<file path="src/telemetry_poll_responder_macros.svh">
// Assertion macros for the telemetry poll responder.
// Used by tpr_datapath in src; needs clk_i and rst_ni in the including module.
`ifndef TELEMETRY_POLL_RESPONDER_MACROS_SVH
`define TELEMETRY_POLL_RESPONDER_MACROS_SVH
`ifndef SYNTHESIS
`define TPR_ASSERT(label, prop) \
  label: assert property (@(posedge clk_i) disable iff (!rst_ni) (prop)) \
    else $error("telemetry_poll_responder assertion failed");
`define TPR_ASSERT_IMPLY(label, ante, cons) \
  `TPR_ASSERT(label, (ante) |-> (cons))
`else
`define TPR_ASSERT(label, prop)
`define TPR_ASSERT_IMPLY(label, ante, cons)
`endif
`endif

</file>
<file path="src/tpr_pkg.sv">
// Shared constants, codes and controller/datapath structs of the poll responder.
// No dependencies.
package tpr_pkg;

  localparam int NUM_SLOTS = 8;
  localparam logic [3:0] SLOTS_MAX = 4'(NUM_SLOTS);

  localparam logic [7:0] FRAME_START   = 8'h7E;
  localparam logic [7:0] ESC_MARK      = 8'h7D;
  localparam logic [7:0] ESC_XOR       = 8'h20;
  localparam logic [7:0] SENSOR_HEADER = 8'h10;
  localparam logic [3:0] RX_LEN        = 4'd10;

  typedef enum logic [1:0] {
    CMD_RX_BYTE   = 2'd0,
    CMD_LOAD_SLOT = 2'd1,
    CMD_QUEUE     = 2'd2
  } cmd_e;

  typedef enum logic [1:0] {
    REG_OWN_ID       = 2'd0,
    REG_COMMAND_ID   = 2'd1,
    REG_SENSOR_COUNT = 2'd2
  } reg_e;

  typedef struct packed {
    logic accept;
    logic search_step;
    logic send_step;
    logic rx_emit;
  } ctrl_cmd_t;

  typedef struct packed {
    logic go_pending;
    logic go_search;
    logic rx_done;
    logic search_hit;
    logic search_miss;
    logic send_last;
    logic out_free;
  } dp_status_t;

endpackage

</file>
<file path="src/tpr_ctrl.sv">
// Sequencer of the poll responder: accept, slot search, reply and report.
// Depends on tpr_pkg.
module tpr_ctrl (
  input  logic                clk_i,
  input  logic                rst_ni,
  input  logic                in_valid_i,
  output logic                in_stall_o,
  input  tpr_pkg::dp_status_t status_i,
  output tpr_pkg::ctrl_cmd_t  cmd_o
);
  import tpr_pkg::*;

  typedef enum logic [1:0] {
    ST_IDLE,
    ST_SEARCH,
    ST_SEND,
    ST_RXOUT
  } state_e;

  state_e state_q, state_d;
  logic   in_stall_q;
  logic   take;

  // Take a request only on a real handshake; stall is high in the first cycle after reset.
  assign take = in_valid_i && !in_stall_q;

  always_comb begin
    state_d = state_q;
    cmd_o   = '0;
    case (state_q)
      ST_IDLE: begin
        cmd_o.accept = take;
        if (take) begin
          if (status_i.go_pending) state_d = ST_SEND;
          else if (status_i.go_search) state_d = ST_SEARCH;
          else if (status_i.rx_done) state_d = ST_RXOUT;
        end
      end
      ST_SEARCH: begin
        cmd_o.search_step = 1'b1;
        if (status_i.search_hit) state_d = ST_SEND;
        else if (status_i.search_miss) state_d = ST_IDLE;
      end
      ST_SEND: begin
        cmd_o.send_step = status_i.out_free;
        if (status_i.out_free && status_i.send_last) state_d = ST_IDLE;
      end
      ST_RXOUT: begin
        cmd_o.rx_emit = status_i.out_free;
        if (status_i.out_free) state_d = ST_IDLE;
      end
      default: state_d = ST_IDLE;
    endcase
  end

  // Accept only when idle; stall is registered from the next state.
  always_ff @(posedge clk_i or negedge rst_ni) begin
    if (!rst_ni) begin
      state_q    <= ST_IDLE;
      in_stall_q <= 1'b1;
    end else begin
      state_q    <= state_d;
      in_stall_q <= (state_d != ST_IDLE);
    end
  end

  assign in_stall_o = in_stall_q | (state_q != ST_IDLE);

endmodule

</file>
<file path="src/tpr_datapath.sv">
// Datapath of the poll responder: slot table, pending command, receive
// tracker, reply framer with checksum and escaping, output register. Uses tpr_pkg.
`include "telemetry_poll_responder_macros.svh"
module tpr_datapath (
  input  logic                clk_i,
  input  logic                rst_ni,
  input  tpr_pkg::ctrl_cmd_t  cmd_i,
  output tpr_pkg::dp_status_t status_o,
  input  logic [4:0]          own_id_i,
  input  logic [4:0]          command_id_i,
  input  logic [3:0]          sensor_count_i,
  input  logic [1:0]          command_i,
  input  logic [7:0]          rx_byte_i,
  input  logic                line_idle_i,
  input  logic [2:0]          slot_i,
  input  logic                slot_enable_i,
  input  logic [15:0]         app_id_i,
  input  logic [31:0]         data_value_i,
  input  logic [7:0]          cmd_prim_i,
  input  logic                out_stall_i,
  output logic                out_valid_o,
  output logic                kind_o,
  output logic [7:0]          tx_byte_o,
  output logic                last_o,
  output logic                sensor_sent_o,
  output logic [2:0]          sent_slot_o,
  output logic [7:0]          rx_prim_o,
  output logic [15:0]         rx_app_id_o,
  output logic [31:0]         rx_value_o
);
  import tpr_pkg::*;

  logic        rx_active_q;
  logic [3:0]  rx_count_q;
  logic [7:0]  rx_store_q [7];
  logic [2:0]  next_slot_q;
  logic        slot_en_q   [NUM_SLOTS];
  logic [15:0] slot_app_q  [NUM_SLOTS];
  logic [31:0] slot_data_q [NUM_SLOTS];
  logic [7:0]  pend_prim_q;
  logic [15:0] pend_app_q;
  logic [31:0] pend_data_q;
  logic [2:0]  sidx_q, sstart_q;
  logic [7:0]  fr_prim_q;
  logic [15:0] fr_app_q;
  logic [31:0] fr_data_q;
  logic        fr_sensor_q;
  logic [2:0]  fr_slot_q;
  logic [2:0]  bi_q;
  logic        esc_q;
  logic        out_valid_q, out_kind_q, out_last_q, out_ss_q;
  logic [7:0]  out_tx_q, out_prim_q;
  logic [2:0]  out_slot_q;
  logic [15:0] out_app_q;
  logic [31:0] out_value_q;

  logic [3:0]  cnt_eff;
  logic        is_rx, is7e, idbyte, own_hit, reply, drop, act1;
  logic [3:0]  cnt1, cnt_off;
  logic        store_en;
  logic [2:0]  sstart, sinc;
  logic [3:0]  sidx_inc;
  logic        hit;
  logic [10:0] sum;
  logic [7:0]  folded, chk, fb, tx_now;
  logic        special, advance;

  assign cnt_eff = (sensor_count_i > SLOTS_MAX) ? SLOTS_MAX : sensor_count_i;

  // Receive tracking for a received byte.
  assign is_rx   = (command_i == CMD_RX_BYTE);
  assign is7e    = (rx_byte_i == FRAME_START);
  assign idbyte  = rx_active_q && (rx_count_q == 4'd1) && !is7e;
  assign own_hit = (rx_byte_i[4:0] == own_id_i) && line_idle_i;
  assign reply   = idbyte && own_hit;
  assign drop    = idbyte && !own_hit && (rx_byte_i[4:0] != command_id_i);
  assign act1    = is7e | (rx_active_q & ~drop);
  assign cnt1    = is7e ? 4'd0 : rx_count_q;
  assign cnt_off = cnt1 - 4'd2;
  assign store_en = (cnt1 >= 4'd2) && (cnt1 <= 4'd8);

  assign sstart   = ({1'b0, next_slot_q} >= cnt_eff) ? 3'd0 : next_slot_q;
  assign sidx_inc = {1'b0, sidx_q} + 4'd1;
  assign sinc     = (sidx_inc >= cnt_eff) ? 3'd0 : sidx_inc[2:0];
  assign hit      = slot_en_q[sidx_q] && (slot_app_q[sidx_q] != 16'd0);

  // Checksum: byte sum, add carries, invert.
  assign sum = 11'(fr_prim_q) + 11'(fr_app_q[7:0]) + 11'(fr_app_q[15:8])
             + 11'(fr_data_q[7:0]) + 11'(fr_data_q[15:8])
             + 11'(fr_data_q[23:16]) + 11'(fr_data_q[31:24]);
  assign folded = sum[7:0] + 8'(sum[10:8]);
  assign chk    = ~folded;

  always_comb begin
    case (bi_q)
      3'd0:    fb = fr_prim_q;
      3'd1:    fb = fr_app_q[7:0];
      3'd2:    fb = fr_app_q[15:8];
      3'd3:    fb = fr_data_q[7:0];
      3'd4:    fb = fr_data_q[15:8];
      3'd5:    fb = fr_data_q[23:16];
      3'd6:    fb = fr_data_q[31:24];
      default: fb = chk;
    endcase
  end

  assign special = (fb == FRAME_START) || (fb == ESC_MARK);
  assign advance = esc_q || !special;
  assign tx_now  = esc_q ? (fb ^ ESC_XOR) : (special ? ESC_MARK : fb);

  always_comb begin
    status_o.go_pending  = is_rx && reply && (pend_prim_q != 8'd0);
    status_o.go_search   = is_rx && reply && (pend_prim_q == 8'd0) && (cnt_eff != 4'd0);
    status_o.rx_done     = is_rx && !status_o.go_search && act1 && (cnt1 == RX_LEN - 4'd1);
    status_o.search_hit  = hit;
    status_o.search_miss = !hit && (sinc == sstart_q);
    status_o.send_last   = (bi_q == 3'd7) && advance;
    status_o.out_free    = !out_valid_q || !out_stall_i;
  end

  always_ff @(posedge clk_i or negedge rst_ni) begin
    if (!rst_ni) begin
      rx_active_q <= 1'b0;
      rx_count_q  <= 4'd0;
      next_slot_q <= 3'd0;
      for (int i = 0; i < NUM_SLOTS; i++) begin
        slot_en_q[i]   <= 1'b0;
        slot_app_q[i]  <= 16'd0;
        slot_data_q[i] <= 32'd0;
      end
      pend_prim_q <= 8'd0;
      pend_app_q  <= 16'd0;
      pend_data_q <= 32'd0;
      bi_q        <= 3'd0;
      esc_q       <= 1'b0;
      out_valid_q <= 1'b0;
    end else begin
      if (cmd_i.accept) begin
        case (command_i)
          CMD_LOAD_SLOT: begin
            if (32'(slot_i) < NUM_SLOTS) begin
              slot_en_q[slot_i]   <= slot_enable_i;
              slot_app_q[slot_i]  <= app_id_i;
              slot_data_q[slot_i] <= data_value_i;
            end
          end
          CMD_QUEUE: begin
            pend_prim_q <= cmd_prim_i;
            pend_app_q  <= app_id_i;
            pend_data_q <= data_value_i;
          end
          CMD_RX_BYTE: begin
            if (status_o.go_pending) pend_prim_q <= 8'd0;
            if (status_o.go_search) begin
              next_slot_q <= sstart;
            end else if (act1) begin
              if (status_o.rx_done) begin
                rx_active_q <= 1'b0;
                rx_count_q  <= 4'd0;
              end else begin
                rx_active_q <= 1'b1;
                rx_count_q  <= cnt1 + 4'd1;
              end
            end else begin
              rx_active_q <= 1'b0;
            end
          end
          default: ;
        endcase
      end
      if (cmd_i.search_step) begin
        if (hit) begin
          next_slot_q <= sinc;
          rx_active_q <= 1'b0;
        end else if (status_o.search_miss) begin
          rx_count_q  <= 4'd2;
        end
      end
      if (cmd_i.send_step) begin
        if (advance) begin
          esc_q <= 1'b0;
          bi_q  <= bi_q + 3'd1;
        end else begin
          esc_q <= 1'b1;
        end
      end
      if (cmd_i.send_step || cmd_i.rx_emit) out_valid_q <= 1'b1;
      else if (!out_stall_i) out_valid_q <= 1'b0;
    end
  end

  always_ff @(posedge clk_i) begin
    if (cmd_i.accept && is_rx && !status_o.go_search && act1 && store_en) begin
      rx_store_q[cnt_off[2:0]] <= rx_byte_i;
    end
    if (cmd_i.accept && status_o.go_pending) begin
      fr_prim_q   <= pend_prim_q;
      fr_app_q    <= pend_app_q;
      fr_data_q   <= pend_data_q;
      fr_sensor_q <= 1'b0;
      fr_slot_q   <= 3'd0;
    end
    if (cmd_i.accept && status_o.go_search) begin
      sidx_q   <= sstart;
      sstart_q <= sstart;
    end
    if (cmd_i.search_step) begin
      if (hit) begin
        fr_prim_q   <= SENSOR_HEADER;
        fr_app_q    <= slot_app_q[sidx_q];
        fr_data_q   <= slot_data_q[sidx_q];
        fr_sensor_q <= 1'b1;
        fr_slot_q   <= sidx_q;
      end else begin
        sidx_q <= sinc;
      end
    end
    if (cmd_i.send_step) begin
      out_kind_q  <= 1'b0;
      out_tx_q    <= tx_now;
      out_last_q  <= status_o.send_last;
      out_ss_q    <= status_o.send_last && fr_sensor_q;
      out_slot_q  <= fr_sensor_q ? fr_slot_q : 3'd0;
      out_prim_q  <= 8'd0;
      out_app_q   <= 16'd0;
      out_value_q <= 32'd0;
    end else if (cmd_i.rx_emit) begin
      out_kind_q  <= 1'b1;
      out_tx_q    <= 8'd0;
      out_last_q  <= 1'b0;
      out_ss_q    <= 1'b0;
      out_slot_q  <= 3'd0;
      out_prim_q  <= rx_store_q[0];
      out_app_q   <= {rx_store_q[2], rx_store_q[1]};
      out_value_q <= {rx_store_q[6], rx_store_q[5], rx_store_q[4], rx_store_q[3]};
    end
  end

  assign out_valid_o   = out_valid_q;
  assign kind_o        = out_kind_q;
  assign tx_byte_o     = out_tx_q;
  assign last_o        = out_last_q;
  assign sensor_sent_o = out_ss_q;
  assign sent_slot_o   = out_slot_q;
  assign rx_prim_o     = out_prim_q;
  assign rx_app_id_o   = out_app_q;
  assign rx_value_o    = out_value_q;

  `TPR_ASSERT_IMPLY(a_report_no_tx, out_valid_q && out_kind_q, !out_last_q && !out_ss_q)
  `TPR_ASSERT_IMPLY(a_esc_on_special, esc_q, (fb == FRAME_START) || (fb == ESC_MARK))
  `TPR_ASSERT_IMPLY(a_rx_count_bound, rx_active_q, rx_count_q < RX_LEN)

endmodule

</file>
<file path="src/telemetry_poll_responder.sv">
// Top level of the telemetry poll responder: APB registers, sequencer, datapath.
// Depends on tpr_pkg, tpr_ctrl and tpr_datapath.
//
//   channel  direction  handshake             payload
//   in       sink       in_valid_i/in_stall_o  command, rx_byte, line_idle, slot, ...
//   out      source     out_valid_o/out_stall_i kind, tx_byte, last, sent_slot, rx_*
//   cfg      APB slave  psel/penable/pready    own_id, command_id, sensor_count
//
// Slot loads, command queueing and plain received bytes leave the sequencer idle.
// A poll reply sends the queued command, if any, else searches up to NUM_SLOTS
// slots (one a cycle), then sends 8 to 16 bytes, one a cycle unless out stalls.
// A received command frame's report is loaded into the output register in ST_RXOUT.
// Reset clears all control, slot and pending state at once; no clearing pass.
// A stalled output holds its request and the sequence waits; input stalls while busy.
module telemetry_poll_responder (
  input  logic        clk_i,
  input  logic        rst_ni,
  input  logic        psel,
  input  logic        penable,
  input  logic        pwrite,
  input  logic [3:0]  paddr,
  input  logic [31:0] pwdata,
  output logic [31:0] prdata,
  output logic        pready,
  input  logic        in_valid_i,
  output logic        in_stall_o,
  input  logic [1:0]  command_i,
  input  logic [7:0]  rx_byte_i,
  input  logic        line_idle_i,
  input  logic [2:0]  slot_i,
  input  logic        slot_enable_i,
  input  logic [15:0] app_id_i,
  input  logic [31:0] data_value_i,
  input  logic [7:0]  cmd_prim_i,
  output logic        out_valid_o,
  input  logic        out_stall_i,
  output logic        kind_o,
  output logic [7:0]  tx_byte_o,
  output logic        last_o,
  output logic        sensor_sent_o,
  output logic [2:0]  sent_slot_o,
  output logic [7:0]  rx_prim_o,
  output logic [15:0] rx_app_id_o,
  output logic [31:0] rx_value_o
);
  import tpr_pkg::*;

  logic [4:0] own_id_q, command_id_q;
  logic [3:0] sensor_count_q;
  ctrl_cmd_t  cmd;
  dp_status_t status;

  assign pready = 1'b1;

  // Write on the access phase; decode the word address.
  always_ff @(posedge clk_i or negedge rst_ni) begin
    if (!rst_ni) begin
      own_id_q       <= 5'd0;
      command_id_q   <= 5'd0;
      sensor_count_q <= 4'd0;
    end else if (psel && penable && pwrite) begin
      case (paddr[3:2])
        REG_OWN_ID:       own_id_q       <= pwdata[4:0];
        REG_COMMAND_ID:   command_id_q   <= pwdata[4:0];
        REG_SENSOR_COUNT: sensor_count_q <= pwdata[3:0];
        default: ;
      endcase
    end
  end

  always_comb begin
    case (paddr[3:2])
      REG_OWN_ID:       prdata = 32'(own_id_q);
      REG_COMMAND_ID:   prdata = 32'(command_id_q);
      REG_SENSOR_COUNT: prdata = 32'(sensor_count_q);
      default:          prdata = 32'd0;
    endcase
  end

  tpr_ctrl u_ctrl (
    .clk_i      (clk_i),
    .rst_ni     (rst_ni),
    .in_valid_i (in_valid_i),
    .in_stall_o (in_stall_o),
    .status_i   (status),
    .cmd_o      (cmd)
  );

  tpr_datapath u_datapath (
    .clk_i          (clk_i),
    .rst_ni         (rst_ni),
    .cmd_i          (cmd),
    .status_o       (status),
    .own_id_i       (own_id_q),
    .command_id_i   (command_id_q),
    .sensor_count_i (sensor_count_q),
    .command_i      (command_i),
    .rx_byte_i      (rx_byte_i),
    .line_idle_i    (line_idle_i),
    .slot_i         (slot_i),
    .slot_enable_i  (slot_enable_i),
    .app_id_i       (app_id_i),
    .data_value_i   (data_value_i),
    .cmd_prim_i     (cmd_prim_i),
    .out_stall_i    (out_stall_i),
    .out_valid_o    (out_valid_o),
    .kind_o         (kind_o),
    .tx_byte_o      (tx_byte_o),
    .last_o         (last_o),
    .sensor_sent_o  (sensor_sent_o),
    .sent_slot_o    (sent_slot_o),
    .rx_prim_o      (rx_prim_o),
    .rx_app_id_o    (rx_app_id_o),
    .rx_value_o     (rx_value_o)
  );

endmodule
</file>
<file path="config.mk">
export PLATFORM = sky130hd
export DESIGN_NAME = telemetry_poll_responder
export DESIGN_NICKNAME = d
export VERILOG_FILES = /design/src/tpr_pkg.sv /design/src/tpr_ctrl.sv /design/src/tpr_datapath.sv /design/src/telemetry_poll_responder.sv
export VERILOG_INCLUDE_DIRS = /design/src /design/src/src
export SDC_FILE = /design/constraint.sdc
export NUM_CORES = 1
export LEC_CHECK = 0
export ABC_AREA = 1
export BUFFER_PORTS_ARGS = -buffer_cell sky130_fd_sc_hd__buf_2
export CORE_MARGIN = 5
export CORE_UTILIZATION = 40
export DETAILED_ROUTE_END_ITERATION = 10
export GPL_TIMING_DRIVEN = 0
export PLACE_DENSITY = 0.56
export REMOVE_ABC_BUFFERS = 1
export SYNTH_ARGS = -nofsm -noshare
export SYNTH_HDL_FRONTEND = slang
export SYNTH_SLANG_ARGS = --single-unit
</file>
<file path="constraint.sdc">
create_clock -name clk_i -period 7.4 [get_ports clk_i]
set_input_delay 0.74 -clock clk_i [delete_from_list [all_inputs] [get_ports clk_i]]
set_output_delay 0.74 -clock clk_i [all_outputs]
set_load 0.05 [all_outputs]
</file>
==> results by group <==
Setup path
  • Setup crit start kind: flip-flop
  • Crit path capture type: flip-flop
  • Critical path's most frequent cell: nand2_1
  • Endpoint of the worst register-to-register path: u_datapath.tx_byte_o[1]
  • Critical register-to-register path startpoint: u_datapath.fr_app_q[0]
  • Slowest cell on the critical path: fa_1
  • Data required, critical path: 7.82 ns
  • Crit Path Category: reg2reg
  • Crit path largest cell delay: 0.49 ns
  • Critical Path Fanout Max: 9
  • R2R depth: 32
  • Reg2Reg Setup Slack: 0.51 ns
  • Worst path arrival time: 7.30 ns

Floorplanning
  • Die H: 287 µm
  • Io pins: 219
  • Die W: 287 µm
  • Row cnt: 101
  • Die Area: 82100 µm²
  • Initial Utilization: 0.403
  • Placeable Area: 75900 µm²

Synthesis
  • Synth Cell Area: 30600 µm²
  • Mean Syn Cell Area: 8.49 µm²
  • Post-synth EDFFs: 72
  • Netlist cell types: 48
  • Syn. warnings: 0
  • Ys async rst share: 0.713
  • Top post-synthesis cells by area: dfrtp_1 39%, nand2_1 13%, o21ai_0 9.4%
  • Syn Inst Count: 3603
  • FF+latch count, synth: 670
  • Top-area cell type share of the netlist area: 0.390
  • Area leader, netlist: dfrtp_1
  • Sequential element share of the synthesized area: 0.540
  • Synth Flop Type: dfrtp_1

Clocking
  • CTS buffer count: 75
  • Clock transition at path regs: 0.06 ns
  • Clock root buffer: clkbuf_16
  • CTS tree: yes
  • Clock sinks: 670
  • Clk buf depth: 3
  • CTS Hold Buffers Added: 0
  • Worst-skew pair later-pin latency: 0.62 ns
  • H-tree depth: 3

STA
  • Final Hold Violating Endpoints: 0
  • Final setup vio count: 0
  • Max frequency: 145 MHz
  • Max Transition Viols Final: 0
  • Final period utilization: 0.931
  • Worst hold slack: 0.109 ns
  • Min cycle time layout: 6.89 ns
  • Fin Setup TNS: 0 ns
  • Rel. slew slack: 0.109
  • RSZ-0062 raised after global routing: true
  • Worst Skew: 0.0210 ns
  • Slew @ Worst Pin: 1.33 ns

Final layout
  • Layout cell share with drive strength beyond 1: 0.0893
  • Final net count: 3831
  • Most frequent cells in the layout: 1042 x nand2_1, 570 x o21ai_0, 477 x dfrtp_1
  • Commonest non-fill, non-tap cell in the layout: nand2_1
  • Register area: 16500 µm²
  • Filler cell count: 7501
  • Core Util, Final: 0.460
  • Multi-input gate area: 12300 µm²
  • Area grow syn2layout: 14.2%

Place
  • Post-DP HPWL: 51600 µm
  • RD Place Congestion: 0.813
  • I/O Buffers: 161

Global route
  • Largest net degree at the start of global routing: 118
  • Initial antenna violation count: 2
  • Total gr overflow: 0
  • Vias in the first global route: 23100
  • First-pass GRT wire length: 134000 µm
  • GRT Total Usage: 0.204

Route
  • Final WL: 84700 µm
  • DR DRC count: 0
  • Via count: 24200
  • TritonRoute pass-1 iters: 6
  • Via density: 5.11
  • Initial DRC Count: 1911
  • Post-route ant nets: 0
  • Routed len/inst: 17.9 µm

Power
  • Peak supply drop: 0.000797 V
  • Overall power consumption: 18.0 mW
  • Leakage power: 16.5 nW
  • PwrDens: 516 nW/µm²

Outcome
  • Outcome: finished, final reports clean

Hold path
  • Worst Hold Class: in2async

Job
  • Max_cap viols: 0
-- through the flow --
stage	setup WS, ns	instance area (µm²)	cells
global route	-0.0323	34900	4738
detailed placement	0.304	32400	4596
global placement	-10.39	31600	4572
finish	0.513	34900	4738
floorplan	-1.18	29600	3381
CTS	0.256	34900	4735
-- area by class of cell --
class	count	area share
Sequential cell	670	0.473
Multi-Input combinational cell	2480	0.352
Clock buffer	117	0.0628
Timing Repair Buffer	187	0.0415
Tap cell	1030	0.0369
Inverter	231	0.0252
Clock inverter	22	0.00827
Antenna cell	1	0.0000716
-- cells by family (layout without fill, tap and decap cells) --
| family | count (synthesis) | after routing | share of synthesized area |
|---|---|---|---|
| compound gates | 894 | 894 | 0.161 |
| xor+xnor | 22 | 22 | 0.00630 |
| fa+ha+maj | 72 | 72 | 0.0378 |
| buf+inv | 479 | 557 | 0.0658 |
| flops | 670 | 670 | 0.540 |
| other cells | 2 | 29 | 0.000245 |
| simple gates | 1464 | 1464 | 0.189 |
-- worst max-delay path: cells and delay by family (launching register included) --
kind / cells / cell delay (ns)
flip-flops: 1 / 0.46
buffers and inverters: 6 / 0.36
adder cells (fa/ha/maj): 8 / 3.10
XOR/XNOR: 2 / 0.48
AO/OA/AOI/OAI: 4 / 0.92
AND/OR/NAND/NOR: 12 / 1.35
-- what timing repair did --
action / 4_1_cts / 5_1_grt
setup endpoints to repair: 0 / 10
resized for setup: 0 / 3
buffers inserted: 0 / 0
-- synth_stat cells, types with 38 or more instances --
library cell and count:
dfrtp_1 477, a221oi_1 64, edfxtp_1 72, a21oi_1 153, nor2_1 216, ha_1 38, o21ai_0 573, inv_1 223
dfxtp_1 120, nand3_1 164, clkbuf_1 155, buf_2 43, nand2_1 1045
-- sequential cells by signal, indices dropped and copies added, names as in the netlist, 8 cells and up --
signal                  count
rx_app_id_o                16
u_datapath.fr_prim_q        8
u_datapath.pend_data_q     32
u_datapath.slot_en_q        8
u_datapath.slot_data_q    256
u_datapath.fr_data_q       32
u_datapath.tx_byte_o        8
u_datapath.pend_app_q      16
u_datapath.slot_app_q     128
rx_prim_o                   8
rx_value_o                 32
u_datapath.fr_app_q        16
u_datapath.rx_store_q      56
u_datapath.pend_prim_q      8
-- layer usage --
metal	wire, µm	up-vias	global-route usage
li1	-	12000	-
met1	39900	11700	0.290
met5	0	-	0
met3	3800	87	0.0264
met2	39600	487	0.336
met4	1420	0	0.0462
-- worst max path at each step --
stage	to	cells after the start	slack, ns	start
finish	u_datapath.tx_byte_o[1]	32	0.51	u_datapath.fr_app_q[0]
global route	u_datapath.sensor_sent_o	32	-0.03	u_datapath.fr_app_q[0]
CTS	u_datapath.tx_byte_o[1]	30	0.26	u_datapath.fr_app_q[0]
detailed placement	u_datapath.tx_byte_o[1]	30	0.30	u_datapath.fr_app_q[0]
global placement	u_datapath.next_slot_q[0]	12	-10.39	u_datapath.sidx_q[0]
floorplan	u_datapath.next_slot_q[0]	12	-1.18	u_datapath.sidx_q[0]
-- power by group --
part	switching (mW)	total, mW	internal (mW)
Clock	1.51	3.74	2.23
Combinational	5.69	8.87	3.18
Sequential	0.759	5.43	4.67
Total	7.96	18.0	10.1
Power figures use the tool's default switching activity.
